## config.mk

```make
export PLATFORM = sky130hd
export DESIGN_NAME = dda_line_rasterizer_top
export DESIGN_NICKNAME = d
export VERILOG_FILES = /design/src/hw/rtl/dda_pkg.sv /design/src/hw/rtl/dda_front.sv /design/src/hw/rtl/dda_fifo.sv /design/src/hw/rtl/dda_back.sv /design/src/hw/rtl/dda_line_rasterizer_top.sv
export SDC_FILE = /design/constraint.sdc
export NUM_CORES = 1
export LEC_CHECK = 0
export BUFFER_PORTS_ARGS = -buffer_cell sky130_fd_sc_hd__buf_2
export CAP_MARGIN = 20
export CORE_AREA = 4 4 301 303
export CTS_BUF_LIST = sky130_fd_sc_hd__clkbuf_2
export CTS_CLUSTER_SIZE = 25
export DETAILED_ROUTE_END_ITERATION = 12
export DIE_AREA = 0 0 305 307
export PLACE_DENSITY = 0.41
export SLEW_MARGIN = 10
export SYNTH_ARGS = -nofsm -noshare
export SYNTH_HDL_FRONTEND = slang
export SYNTH_SLANG_ARGS = --single-unit
```

## constraint.sdc

```tcl
create_clock -name clk -period 5.33 [get_ports clk]
set_input_delay 0 -clock clk [delete_from_list [all_inputs] [get_ports clk]]
set_output_delay 0 -clock clk [all_outputs]
set_load 0.1 [all_outputs]
```

## src/hw/rtl/dda_pkg.sv

```systemverilog
`timescale 1ns / 1ps
`default_nettype none

package dda_pkg;

    localparam int COORD_BITS = 12;
    localparam int FRAC_BITS  = 24;
    localparam int ACC_BITS   = COORD_BITS + FRAC_BITS + 1;
    localparam int INC_BITS   = FRAC_BITS + 2;
    localparam int QUO_BITS   = FRAC_BITS + 1;
    localparam int CNT_BITS   = $clog2(QUO_BITS + 1);

    localparam logic CMD_START   = 1'b0;
    localparam logic CMD_ADVANCE = 1'b1;

    typedef struct packed {
        logic                  cmd;
        logic [COORD_BITS-1:0] start_x;
        logic [COORD_BITS-1:0] start_y;
        logic [COORD_BITS-1:0] end_x;
        logic [COORD_BITS-1:0] end_y;
    } in_item_t;

    typedef struct packed {
        logic [COORD_BITS-1:0] pixel_x;
        logic [COORD_BITS-1:0] pixel_y;
        logic                  last;
    } out_item_t;

    typedef struct packed {
        logic                  is_start;
        logic [COORD_BITS-1:0] x0;
        logic [COORD_BITS-1:0] y0;
        logic [COORD_BITS-1:0] mag_x;
        logic [COORD_BITS-1:0] mag_y;
        logic                  neg_x;
        logic                  neg_y;
        logic [COORD_BITS-1:0] length;
    } q_entry_t;

    typedef struct packed {
        logic full;
        logic empty;
    } fifo_status_t;

    typedef enum logic {
        BACK_IDLE,
        BACK_DIV
    } back_state_t;

endpackage

`default_nettype wire

```

## src/hw/rtl/dda_front.sv

```systemverilog
`timescale 1ns / 1ps
`default_nettype none

module dda_front (
    input  wire  dda_pkg::in_item_t     cmd_data,
    input  wire                         cmd_valid,
    output logic                        cmd_ready,
    input  wire  dda_pkg::fifo_status_t status,
    output logic                        push,
    output dda_pkg::q_entry_t           entry
);

    logic                           swap;
    logic [dda_pkg::COORD_BITS-1:0] x0;
    logic [dda_pkg::COORD_BITS-1:0] y0;
    logic [dda_pkg::COORD_BITS-1:0] x1;
    logic [dda_pkg::COORD_BITS-1:0] y1;
    logic [dda_pkg::COORD_BITS-1:0] mag_x;
    logic [dda_pkg::COORD_BITS-1:0] mag_y;

    assign cmd_ready = !status.full;
    assign push      = cmd_valid && !status.full;

    always_comb
    begin
        if (cmd_data.start_x == cmd_data.end_x)
        begin
            swap = cmd_data.start_y > cmd_data.end_y;
        end
        else
        begin
            swap = cmd_data.start_x > cmd_data.end_x;
        end
        x0 = swap ? cmd_data.end_x : cmd_data.start_x;
        y0 = swap ? cmd_data.end_y : cmd_data.start_y;
        x1 = swap ? cmd_data.start_x : cmd_data.end_x;
        y1 = swap ? cmd_data.start_y : cmd_data.end_y;
        mag_x = (x1 >= x0) ? (x1 - x0) : (x0 - x1);
        mag_y = (y1 >= y0) ? (y1 - y0) : (y0 - y1);
        entry.is_start = (cmd_data.cmd == dda_pkg::CMD_START);
        entry.x0       = x0;
        entry.y0       = y0;
        entry.mag_x    = mag_x;
        entry.mag_y    = mag_y;
        entry.neg_x    = x1 < x0;
        entry.neg_y    = y1 < y0;
        entry.length   = (mag_x > mag_y) ? mag_x : mag_y;
    end

endmodule

`default_nettype wire

```

## src/hw/rtl/dda_fifo.sv

```systemverilog
`timescale 1ns / 1ps
`default_nettype none

module dda_fifo (
    input  wire                         clk,
    input  wire                         rst_n,
    input  wire                         push,
    input  wire  dda_pkg::q_entry_t     wr_entry,
    input  wire                         pop,
    output dda_pkg::q_entry_t           rd_entry,
    output dda_pkg::fifo_status_t       status
);

    dda_pkg::q_entry_t mem_reg [2];
    logic              wr_ptr_reg;
    logic              rd_ptr_reg;
    logic [1:0]        count_reg;
    logic [1:0]        count_next;

    assign rd_entry     = mem_reg[rd_ptr_reg];
    assign status.full  = (count_reg == 2'd2);
    assign status.empty = (count_reg == 2'd0);

    always_comb
    begin
        count_next = count_reg;
        if (push && !pop)
        begin
            count_next = count_reg + 2'd1;
        end
        else if (pop && !push)
        begin
            count_next = count_reg - 2'd1;
        end
    end

    always_ff @(posedge clk or negedge rst_n)
    begin
        if (!rst_n)
        begin
            wr_ptr_reg <= 1'b0;
            rd_ptr_reg <= 1'b0;
            count_reg  <= 2'd0;
        end
        else
        begin
            if (push)
            begin
                wr_ptr_reg <= !wr_ptr_reg;
            end
            if (pop)
            begin
                rd_ptr_reg <= !rd_ptr_reg;
            end
            count_reg <= count_next;
        end
    end

    always_ff @(posedge clk)
    begin
        if (push)
        begin
            mem_reg[wr_ptr_reg] <= wr_entry;
        end
    end

endmodule

`default_nettype wire

```

## src/hw/rtl/dda_back.sv

```systemverilog
`timescale 1ns / 1ps
`default_nettype none

module dda_back (
    input  wire                         clk,
    input  wire                         rst_n,
    input  wire  dda_pkg::q_entry_t     entry,
    input  wire  dda_pkg::fifo_status_t status,
    output logic                        pop,
    output logic                        pix_valid,
    input  wire                         pix_ready,
    output dda_pkg::out_item_t          pix_data
);

    localparam int C = dda_pkg::COORD_BITS;
    localparam int F = dda_pkg::FRAC_BITS;
    localparam int A = dda_pkg::ACC_BITS;
    localparam int I = dda_pkg::INC_BITS;
    localparam int Q = dda_pkg::QUO_BITS;
    localparam int N = dda_pkg::CNT_BITS;

    dda_pkg::back_state_t state_reg, state_next;
    logic                 busy_reg, busy_next;
    logic                 out_valid_reg, out_valid_next;
    logic [N-1:0]         cnt_reg, cnt_next;

    logic signed [A-1:0]  acc_x_reg, acc_x_next;
    logic signed [A-1:0]  acc_y_reg, acc_y_next;
    logic signed [I-1:0]  inc_x_reg, inc_x_next;
    logic signed [I-1:0]  inc_y_reg, inc_y_next;
    logic [C-1:0]         left_reg, left_next;
    logic [C-1:0]         len_reg, len_next;
    logic [C-1:0]         rx_reg, rx_next;
    logic [C-1:0]         ry_reg, ry_next;
    logic [Q-1:0]         qx_reg, qx_next;
    logic [Q-1:0]         qy_reg, qy_next;
    logic                 negx_reg, negx_next;
    logic                 negy_reg, negy_next;
    dda_pkg::out_item_t   out_data_reg, out_data_next;

    logic                 out_free;
    logic                 first_step;
    logic [C:0]           tx;
    logic [C:0]           ty;
    logic signed [A-1:0]  sum_x;
    logic signed [A-1:0]  sum_y;

    function automatic logic [C-1:0] round_coord(input logic signed [A-1:0] acc);
        logic signed [A-1:0] v;
        begin
            v = acc + (A'(1) <<< (F - 1));
            round_coord = v[A-1] ? '0 : v[F+C-1:F];
        end
    endfunction

    function automatic logic signed [I-1:0] signed_step(input logic [Q-1:0] q,
                                                        input logic neg);
        logic signed [I-1:0] mag;
        begin
            mag = {1'b0, q};
            signed_step = neg ? -mag : mag;
        end
    endfunction

    assign pix_valid = out_valid_reg;
    assign pix_data  = out_data_reg;
    assign out_free  = !out_valid_reg || pix_ready;

    assign first_step = (cnt_reg == N'(Q));
    assign tx    = first_step ? {1'b0, rx_reg} : {rx_reg, 1'b0};
    assign ty    = first_step ? {1'b0, ry_reg} : {ry_reg, 1'b0};
    assign sum_x = acc_x_reg + {{(A - I){inc_x_reg[I-1]}}, inc_x_reg};
    assign sum_y = acc_y_reg + {{(A - I){inc_y_reg[I-1]}}, inc_y_reg};

    always_comb
    begin
        state_next     = state_reg;
        busy_next      = busy_reg;
        cnt_next       = cnt_reg;
        acc_x_next     = acc_x_reg;
        acc_y_next     = acc_y_reg;
        inc_x_next     = inc_x_reg;
        inc_y_next     = inc_y_reg;
        left_next      = left_reg;
        len_next       = len_reg;
        rx_next        = rx_reg;
        ry_next        = ry_reg;
        qx_next        = qx_reg;
        qy_next        = qy_reg;
        negx_next      = negx_reg;
        negy_next      = negy_reg;
        out_data_next  = out_data_reg;
        out_valid_next = out_valid_reg && !pix_ready;
        pop            = 1'b0;

        case (state_reg)
            dda_pkg::BACK_IDLE:
            begin
                if (!status.empty)
                begin
                    if (entry.is_start)
                    begin
                        if (entry.length != '0)
                        begin
                            pop        = 1'b1;
                            busy_next  = 1'b0;
                            acc_x_next = A'({entry.x0, F'(0)});
                            acc_y_next = A'({entry.y0, F'(0)});
                            left_next  = entry.length;
                            len_next   = entry.length;
                            rx_next    = entry.mag_x;
                            ry_next    = entry.mag_y;
                            negx_next  = entry.neg_x;
                            negy_next  = entry.neg_y;
                            qx_next    = '0;
                            qy_next    = '0;
                            cnt_next   = N'(Q);
                            state_next = dda_pkg::BACK_DIV;
                        end
                        else if (out_free)
                        begin
                            pop            = 1'b1;
                            busy_next      = 1'b0;
                            acc_x_next     = A'({entry.x0, F'(0)});
                            acc_y_next     = A'({entry.y0, F'(0)});
                            inc_x_next     = '0;
                            inc_y_next     = '0;
                            left_next      = '0;
                            out_valid_next = 1'b1;
                            out_data_next.pixel_x = entry.x0;
                            out_data_next.pixel_y = entry.y0;
                            out_data_next.last    = 1'b1;
                        end
                    end
                    else if (!busy_reg)
                    begin
                        pop = 1'b1;
                    end
                    else if (out_free)
                    begin
                        pop            = 1'b1;
                        acc_x_next     = sum_x;
                        acc_y_next     = sum_y;
                        left_next      = left_reg - C'(1);
                        busy_next      = (left_reg != C'(1));
                        out_valid_next = 1'b1;
                        out_data_next.pixel_x = round_coord(sum_x);
                        out_data_next.pixel_y = round_coord(sum_y);
                        out_data_next.last    = (left_reg == C'(1));
                    end
                end
            end
            dda_pkg::BACK_DIV:
            begin
                if (cnt_reg != '0)
                begin
                    cnt_next = cnt_reg - N'(1);
                    if (tx >= {1'b0, len_reg})
                    begin
                        rx_next = C'(tx - {1'b0, len_reg});
                        qx_next = {qx_reg[Q-2:0], 1'b1};
                    end
                    else
                    begin
                        rx_next = tx[C-1:0];
                        qx_next = {qx_reg[Q-2:0], 1'b0};
                    end
                    if (ty >= {1'b0, len_reg})
                    begin
                        ry_next = C'(ty - {1'b0, len_reg});
                        qy_next = {qy_reg[Q-2:0], 1'b1};
                    end
                    else
                    begin
                        ry_next = ty[C-1:0];
                        qy_next = {qy_reg[Q-2:0], 1'b0};
                    end
                end
                else if (out_free)
                begin
                    inc_x_next     = signed_step(qx_reg, negx_reg);
                    inc_y_next     = signed_step(qy_reg, negy_reg);
                    busy_next      = 1'b1;
                    out_valid_next = 1'b1;
                    out_data_next.pixel_x = round_coord(acc_x_reg);
                    out_data_next.pixel_y = round_coord(acc_y_reg);
                    out_data_next.last    = 1'b0;
                    state_next     = dda_pkg::BACK_IDLE;
                end
            end
            default:
            begin
                state_next = dda_pkg::BACK_IDLE;
            end
        endcase
    end

    always_ff @(posedge clk or negedge rst_n)
    begin
        if (!rst_n)
        begin
            state_reg     <= dda_pkg::BACK_IDLE;
            busy_reg      <= 1'b0;
            out_valid_reg <= 1'b0;
            cnt_reg       <= '0;
            left_reg      <= '0;
            acc_x_reg     <= '0;
            acc_y_reg     <= '0;
            inc_x_reg     <= '0;
            inc_y_reg     <= '0;
        end
        else
        begin
            state_reg     <= state_next;
            busy_reg      <= busy_next;
            out_valid_reg <= out_valid_next;
            cnt_reg       <= cnt_next;
            left_reg      <= left_next;
            acc_x_reg     <= acc_x_next;
            acc_y_reg     <= acc_y_next;
            inc_x_reg     <= inc_x_next;
            inc_y_reg     <= inc_y_next;
        end
    end

    always_ff @(posedge clk)
    begin
        len_reg      <= len_next;
        rx_reg       <= rx_next;
        ry_reg       <= ry_next;
        qx_reg       <= qx_next;
        qy_reg       <= qy_next;
        negx_reg     <= negx_next;
        negy_reg     <= negy_next;
        out_data_reg <= out_data_next;
    end

endmodule

`default_nettype wire

```

## src/hw/rtl/dda_line_rasterizer_top.sv

```systemverilog
// Advance transactions pass through the queue and the output register and sustain one point per
// cycle while the receiver keeps pix_ready high. A start transaction with a nonzero length waits
// on a radix-2 divider that computes both steps before its first point appears.
// A zero-length start emits its single point, marked last, without entering the divider.
// Reset is asynchronous and active low; it empties the queue and leaves no line in progress.
`timescale 1ns / 1ps
`default_nettype none

module dda_line_rasterizer_top (
    input  wire                     clk,
    input  wire                     rst_n,
    input  wire                     cmd_valid,
    output logic                    cmd_ready,
    input  wire  dda_pkg::in_item_t cmd_data,
    output logic                    pix_valid,
    input  wire                     pix_ready,
    output dda_pkg::out_item_t      pix_data
);

    dda_pkg::q_entry_t     wr_entry;
    dda_pkg::q_entry_t     rd_entry;
    dda_pkg::fifo_status_t status;
    logic                  push;
    logic                  pop;

    dda_front u_front (
        .cmd_data  (cmd_data),
        .cmd_valid (cmd_valid),
        .cmd_ready (cmd_ready),
        .status    (status),
        .push      (push),
        .entry     (wr_entry)
    );

    dda_fifo u_fifo (
        .clk      (clk),
        .rst_n    (rst_n),
        .push     (push),
        .wr_entry (wr_entry),
        .pop      (pop),
        .rd_entry (rd_entry),
        .status   (status)
    );

    dda_back u_back (
        .clk       (clk),
        .rst_n     (rst_n),
        .entry     (rd_entry),
        .status    (status),
        .pop       (pop),
        .pix_valid (pix_valid),
        .pix_ready (pix_ready),
        .pix_data  (pix_data)
    );

endmodule

`default_nettype wire

```

# == Yosys cells after proc, flatten, opt, wreduce, memory -nomap -nowiden ==
# Memory sizes are Yosys's and may differ from the RTL's.
# Index checks and enable logic that the tools add are counted.
# classes
n_eq_ne,16
n_addsub,18
n_reduce_logical,25
mux,108
n_bitwise,3
magnitude_cmp,9
# ops
cell,n
two-way mux 37 bit,10
two-way mux 25 bit,13
two-way mux 12 bit,26
two-way mux 26 bit,10
one-hot mux 25 bit (2 select lines),3
adder 37 x 25 -> 37 bit (second input constant),4
one-hot mux 26 bit (2 select lines),2
adder 37 bit,2
subtractor 12 bit,6
negator 25 -> 26 bit,2
one-hot mux 12 bit (2 select lines),2
greater-than comparator 12 bit,3
two-way mux 1 bit,30
>= comparator 13 x 12 -> 1 bit,2
two-way mux 13 bit,2
>= comparator 12 bit,2
less-than comparator 12 bit,2
two-way mux 5 bit,4
== test 12 x 1 -> 1 bit (second input constant),1
== test 12 bit,1
!= test 12 x 1 -> 1 bit (second input constant),1
!= test 2 bit (second input constant),6
AND reduction 4 bit,3
AND reduction 6 bit,2
22 further kinds,40
# totals
output_inout_bits,27
wordCells,202
memories,1
in_bits,53
mem_bits_rw,126
regBits,263
# memory_table
name,depth,width,rd,rd_ports_with_merged_regs,write_ports,line_no,source
u_fifo.mem_reg,2,63,1,0,1,dda_fifo.sv:14,dda_pkg::q_entry_t mem_reg [2];

# == Longest topological paths before layout ==
# logic_depth
ltp_word,10
ltp_mapped,36
mapped_depth_nobuf,29

# == Cells and area by module ==
# From an unflattened synthesis, not the netlist that was laid out.
# hier_totals
cells_unflattened,2878
area_unflattened_um2,27146.0
# modules_own_cells
module,cells_each,n_inst,seq_area_each_um2,area_each_um2
dda_back,2071,1,7046.8,18134.9
dda_fifo,212,1,3883.7,5032.3
dda_front,595,1,0.0,3978.8

# == Least setup slack after synthesis ==
# OpenSTA, ideal clock, no wires.
# synth_path
kind,input to register
start,in cmd_data[6] (netlist name)
end,"mem u_fifo.mem_reg[0][9] (netlist name), data pin"
arrival_ns,5.938
path_stages,33
slack_ns,-0.892
setup_time_ns,0.284
required_ns,5.046
path_buffers,7
cell_sequence,inv_1 > ha_1 > buf_2 > and4_4 > nand2_1 > o22a_2 > o31a_1 > o21ai_1 > buf_2 > buf_2 > clkbuf_1 > clkbuf_1 > a21oi_1 > ha_1 > nand2_1 > o21ai_0 > o31ai_1 > and3b_1 > o211ai_2 > nor2_8 > a2111oi_1 > or3_1 > and2_1 > ha_1 > a21o_1 > a21o_1 > a21oi_1 > o21ai_0 > o22a_1 > clkbuf_1 > inv_1 > clkbuf_1 > a311oi_2
# synth_rtl
item,line_no,source
from (decl),dda_line_rasterizer_top.sv:14,"input wire dda_pkg::in_item_t cmd_data,"
to (decl),dda_fifo.sv:14,

==> flow_metrics.tcl <==
set metrics [dict create \
    htreeDepth 3 \
    cts_sinks 389 \
    synthDistinctLibCells 101 \
    vias_per_cell 5.06 \
    synth_top_flop_cell "edfxtp_1" \
    power.leakage_nw 14.0 \
    synth_top_area_share_pct 27.3 \
    crit_family "compound AO/OA/AOI/OAI gates" \
    first_pass_iters 5 \
    first_iter_violations 1188 \
    gp_congestion 0.882 \
    antenna_left 0 \
    grtUsageMet1_pct 22.7 \
    skew_ns 0.110 \
    min_period_ns 5.20 \
    slew_violations 0 \
    tightest_slew_ns 1.06 \
    synth_warnings 0 \
    root_buffer "clkbuf_2" \
    cpPeakStageDelay_ns 0.56 \
    fillCellCount 9023 \
    critPathBufInv 6 \
    clock_latency_ns 1.16 \
    dr_total_vias 22600 \
    powerDensity_mw_per_mm2 565 \
    largest_reg_flops 126 \
    async_reset_ff_share_pct 38.6 \
    grt_pass1_wl_mm 132 \
    syn-cell-area_mm2 0.0263 \
    crit_slowest_cell "dlygate4sd3_1" \
    cts_buffers 107 \
    final_nets 3428 \
    max_freq_ghz 0.192 \
    worstSetupEndpointType "flip-flop" \
    instances_no_fill 4473 \
    synth_edf_count 239 \
    area_growth_pct 22.8 \
    cts_tree "done" \
    status "finished, final reports clean" \
    timing.final.crit_share_pct 97.6 \
    syn_nets 2991 \
    relSlewSlack_pct 29.3 \
    synth-seq-area-share_pct 41.6 \
    grt_use_total_pct 17.6 \
    numPortBuffers 79 \
    grt_pass1_vias 22700 \
    yosysTopAreaCell "edfxtp_1" \
    design.die.area_mm2 0.0936 \
    grt-ovfl-total 0 \
    busiest_layer "met2" \
    grt_max_degree 68 \
    die_y_um 307 \
    wirelength_mm 84.4 \
    synth_area_leaders "edfxtp_1 (27%), dfrtp_1 (14%), ha_1 (7.1%), nand2_1 (4.8%), o21ai_0 (4.1%)" \
    drc 0 \
    synth_seq_cells 389 \
    p_total_mw 18.2 \
    critical_path_class "input pin to flip-flop" \
    maxCapViolCount 0 \
    hold_ws_ns 0.116 \
    path_max_fanout 6 \
    critPathArrivalTime_ns 6.12 \
    place_inst 4162 \
    antenna_found_initial 5 \
    syn_avg_cell_area_um2 9.43 \
    path_clk_slew_ns 0.10 \
    use_met3_pct 2.37 \
    met2_usage_pct 30.7 \
    synthesis.instances 2786 \
    hpwl_mm 63.2 \
    clockBufferDepth 3 \
    drive_above_1_share_pct 19.8 \
    finalSetupViolCount 0 \
    hold_viol_final 0 \
    crit_path_start_kind "input pin" \
    row_count 109 \
    core_area_mm2 0.0880 \
    crit_required_ns 6.25 \
    top_level_ports 80 \
    hold_class "input pin to flip-flop" \
    ir_worst_vdd_v 0.000198 \
    start_util_pct 29.9 \
    wl_per_cell_um 18.9 \
    die_w_um 305 \
]
==> worst min-delay path, cell delays in order <==
cell	delay, ns
dlygate4sd3_1	0.52
buf_2	0.13
buf_4	0.12
nand2_1	0.04
o21ai_0	0.27
==> placed cells by master, fill, tap and decap left out, types with 86 or more instances in the layout <==
cell / count
buf_4: 263
edfxtp_1: 239
nor2_1: 155
mux2i_1: 86
o21ai_0: 209
ha_1: 139
a21oi_1: 172
clkbuf_2: 164
nand2_1: 331
dfrtp_1: 148
inv_1: 114
xor2_1: 96
dlygate4sd3_1: 103
==> what timing repair did <==
item,4_1_cts,5_1_grt
hold buffers,106,0
resized for setup,0,40
endpoints found under the hold margin,502,0
buffers inserted,0,13
endpoints found under the setup margin,0,24
==> synthesized netlist by cell type, drive strengths merged, types with 26 or more instances <==
cell      n
a211oi   45
a21o     45
a21oi   176
a22o     31
and2     74
and3     30
clkbuf  101
dfrtp   150
edfxtp  239
ha      148
inv     120
mux2i    88
nand2   337
nand2b   37
nand3    54
nand4    28
nor2    160
nor2b    43
nor3     57
o211ai   27
o21ai   226
o31ai    35
or3      26
xnor2    84
xor2     97
==> per-layer routing <==
metal / up-vias / part of all wire, %
met4: 0 / 2.5
met2: 419 / 49
li1: 11200 / -
met5: - / 0
met1: 10900 / 45
met3: 119 / 3.8
==> cell families (layout without fill, tap and decap cells) <==
kind of cell / Yosys count / in the layout / share of synthesized area (%)
adders and majority gates: 152 / 152 / 7.36
other: 0 / 1 / 0
buffers and inverters: 246 / 767 / 3.70
and+or+nand+nor: 901 / 901 / 16.7
DFF: 389 / 389 / 41.6
muxes: 110 / 110 / 4.30
AOI/OAI and AO/OA: 807 / 807 / 20.3
xor gates and xnor gates: 181 / 181 / 6.04
==> final cells by class <==
| type | count | area (µm²) | area share (%) |
|---|---|---|---|
| Tap cell | 1165 | 1460 | 4.52 |
| Multi-Input combinational cell | 2151 | 14800 | 45.8 |
| Inverter | 120 | 458 | 1.42 |
| Sequential cell | 389 | 10900 | 33.9 |
| Clock inverter | 29 | 238 | 0.737 |
| Timing Repair Buffer | 454 | 3560 | 11.0 |
| Clock buffer | 164 | 821 | 2.55 |
| Antenna cell | 1 | 2.50 | 0.00776 |
==> power by group <==
group / switching, mW / leakage (nW) / internal, mW
Clock: 1.35 / 0.793 / 1.02
Sequential: 1.01 / 4.31 / 4.84
Combinational: 6.04 / 8.88 / 3.96
Total: 8.39 / 14.0 / 9.82
==> path summary, 6_finish.rpt <==
kind,from,slack [ns],depth (start not counted),to
min in group asynchronous,rst_n,0.51,5,u_back.acc_x_reg[2]$_DFFE_PN0P_
setup reg to reg,u_back.inc_y_reg[0]$_DFFE_PN0P_,0.41,17,u_back.pix_data[3]$_DFFE_PP_
hold reg to reg,u_back.acc_x_reg[5]$_DFFE_PN0P_,0.49,2,u_back.acc_x_reg[5]$_DFFE_PN0P_
hold / removal,cmd_data[35],0.12,5,u_fifo.mem_reg[1][49]$_DFFE_PP_
setup / recovery,cmd_data[24],0.13,30,u_fifo.mem_reg[1][9]$_DFFE_PP_
max in group asynchronous,rst_n,3.75,6,u_back.acc_x_reg[26]$_DFFE_PN0P_
==> through the flow <==
step           utilization (%)  worst slack [ns]  area [µm²]  TNS, ns
6_report                  36.7             0.128       32200        0
4_1_cts                   36.3             0.114       32000        0
5_1_grt                   36.7           -0.0326       32200  -0.0651
3_3_place_gp              33.9            -0.209       29800    -2.54
3_5_place_dp              33.9            -0.242       29800    -3.58
2_1_floorplan                -            -0.141       26500    -2.12
(Power assumes the default switching activity.)
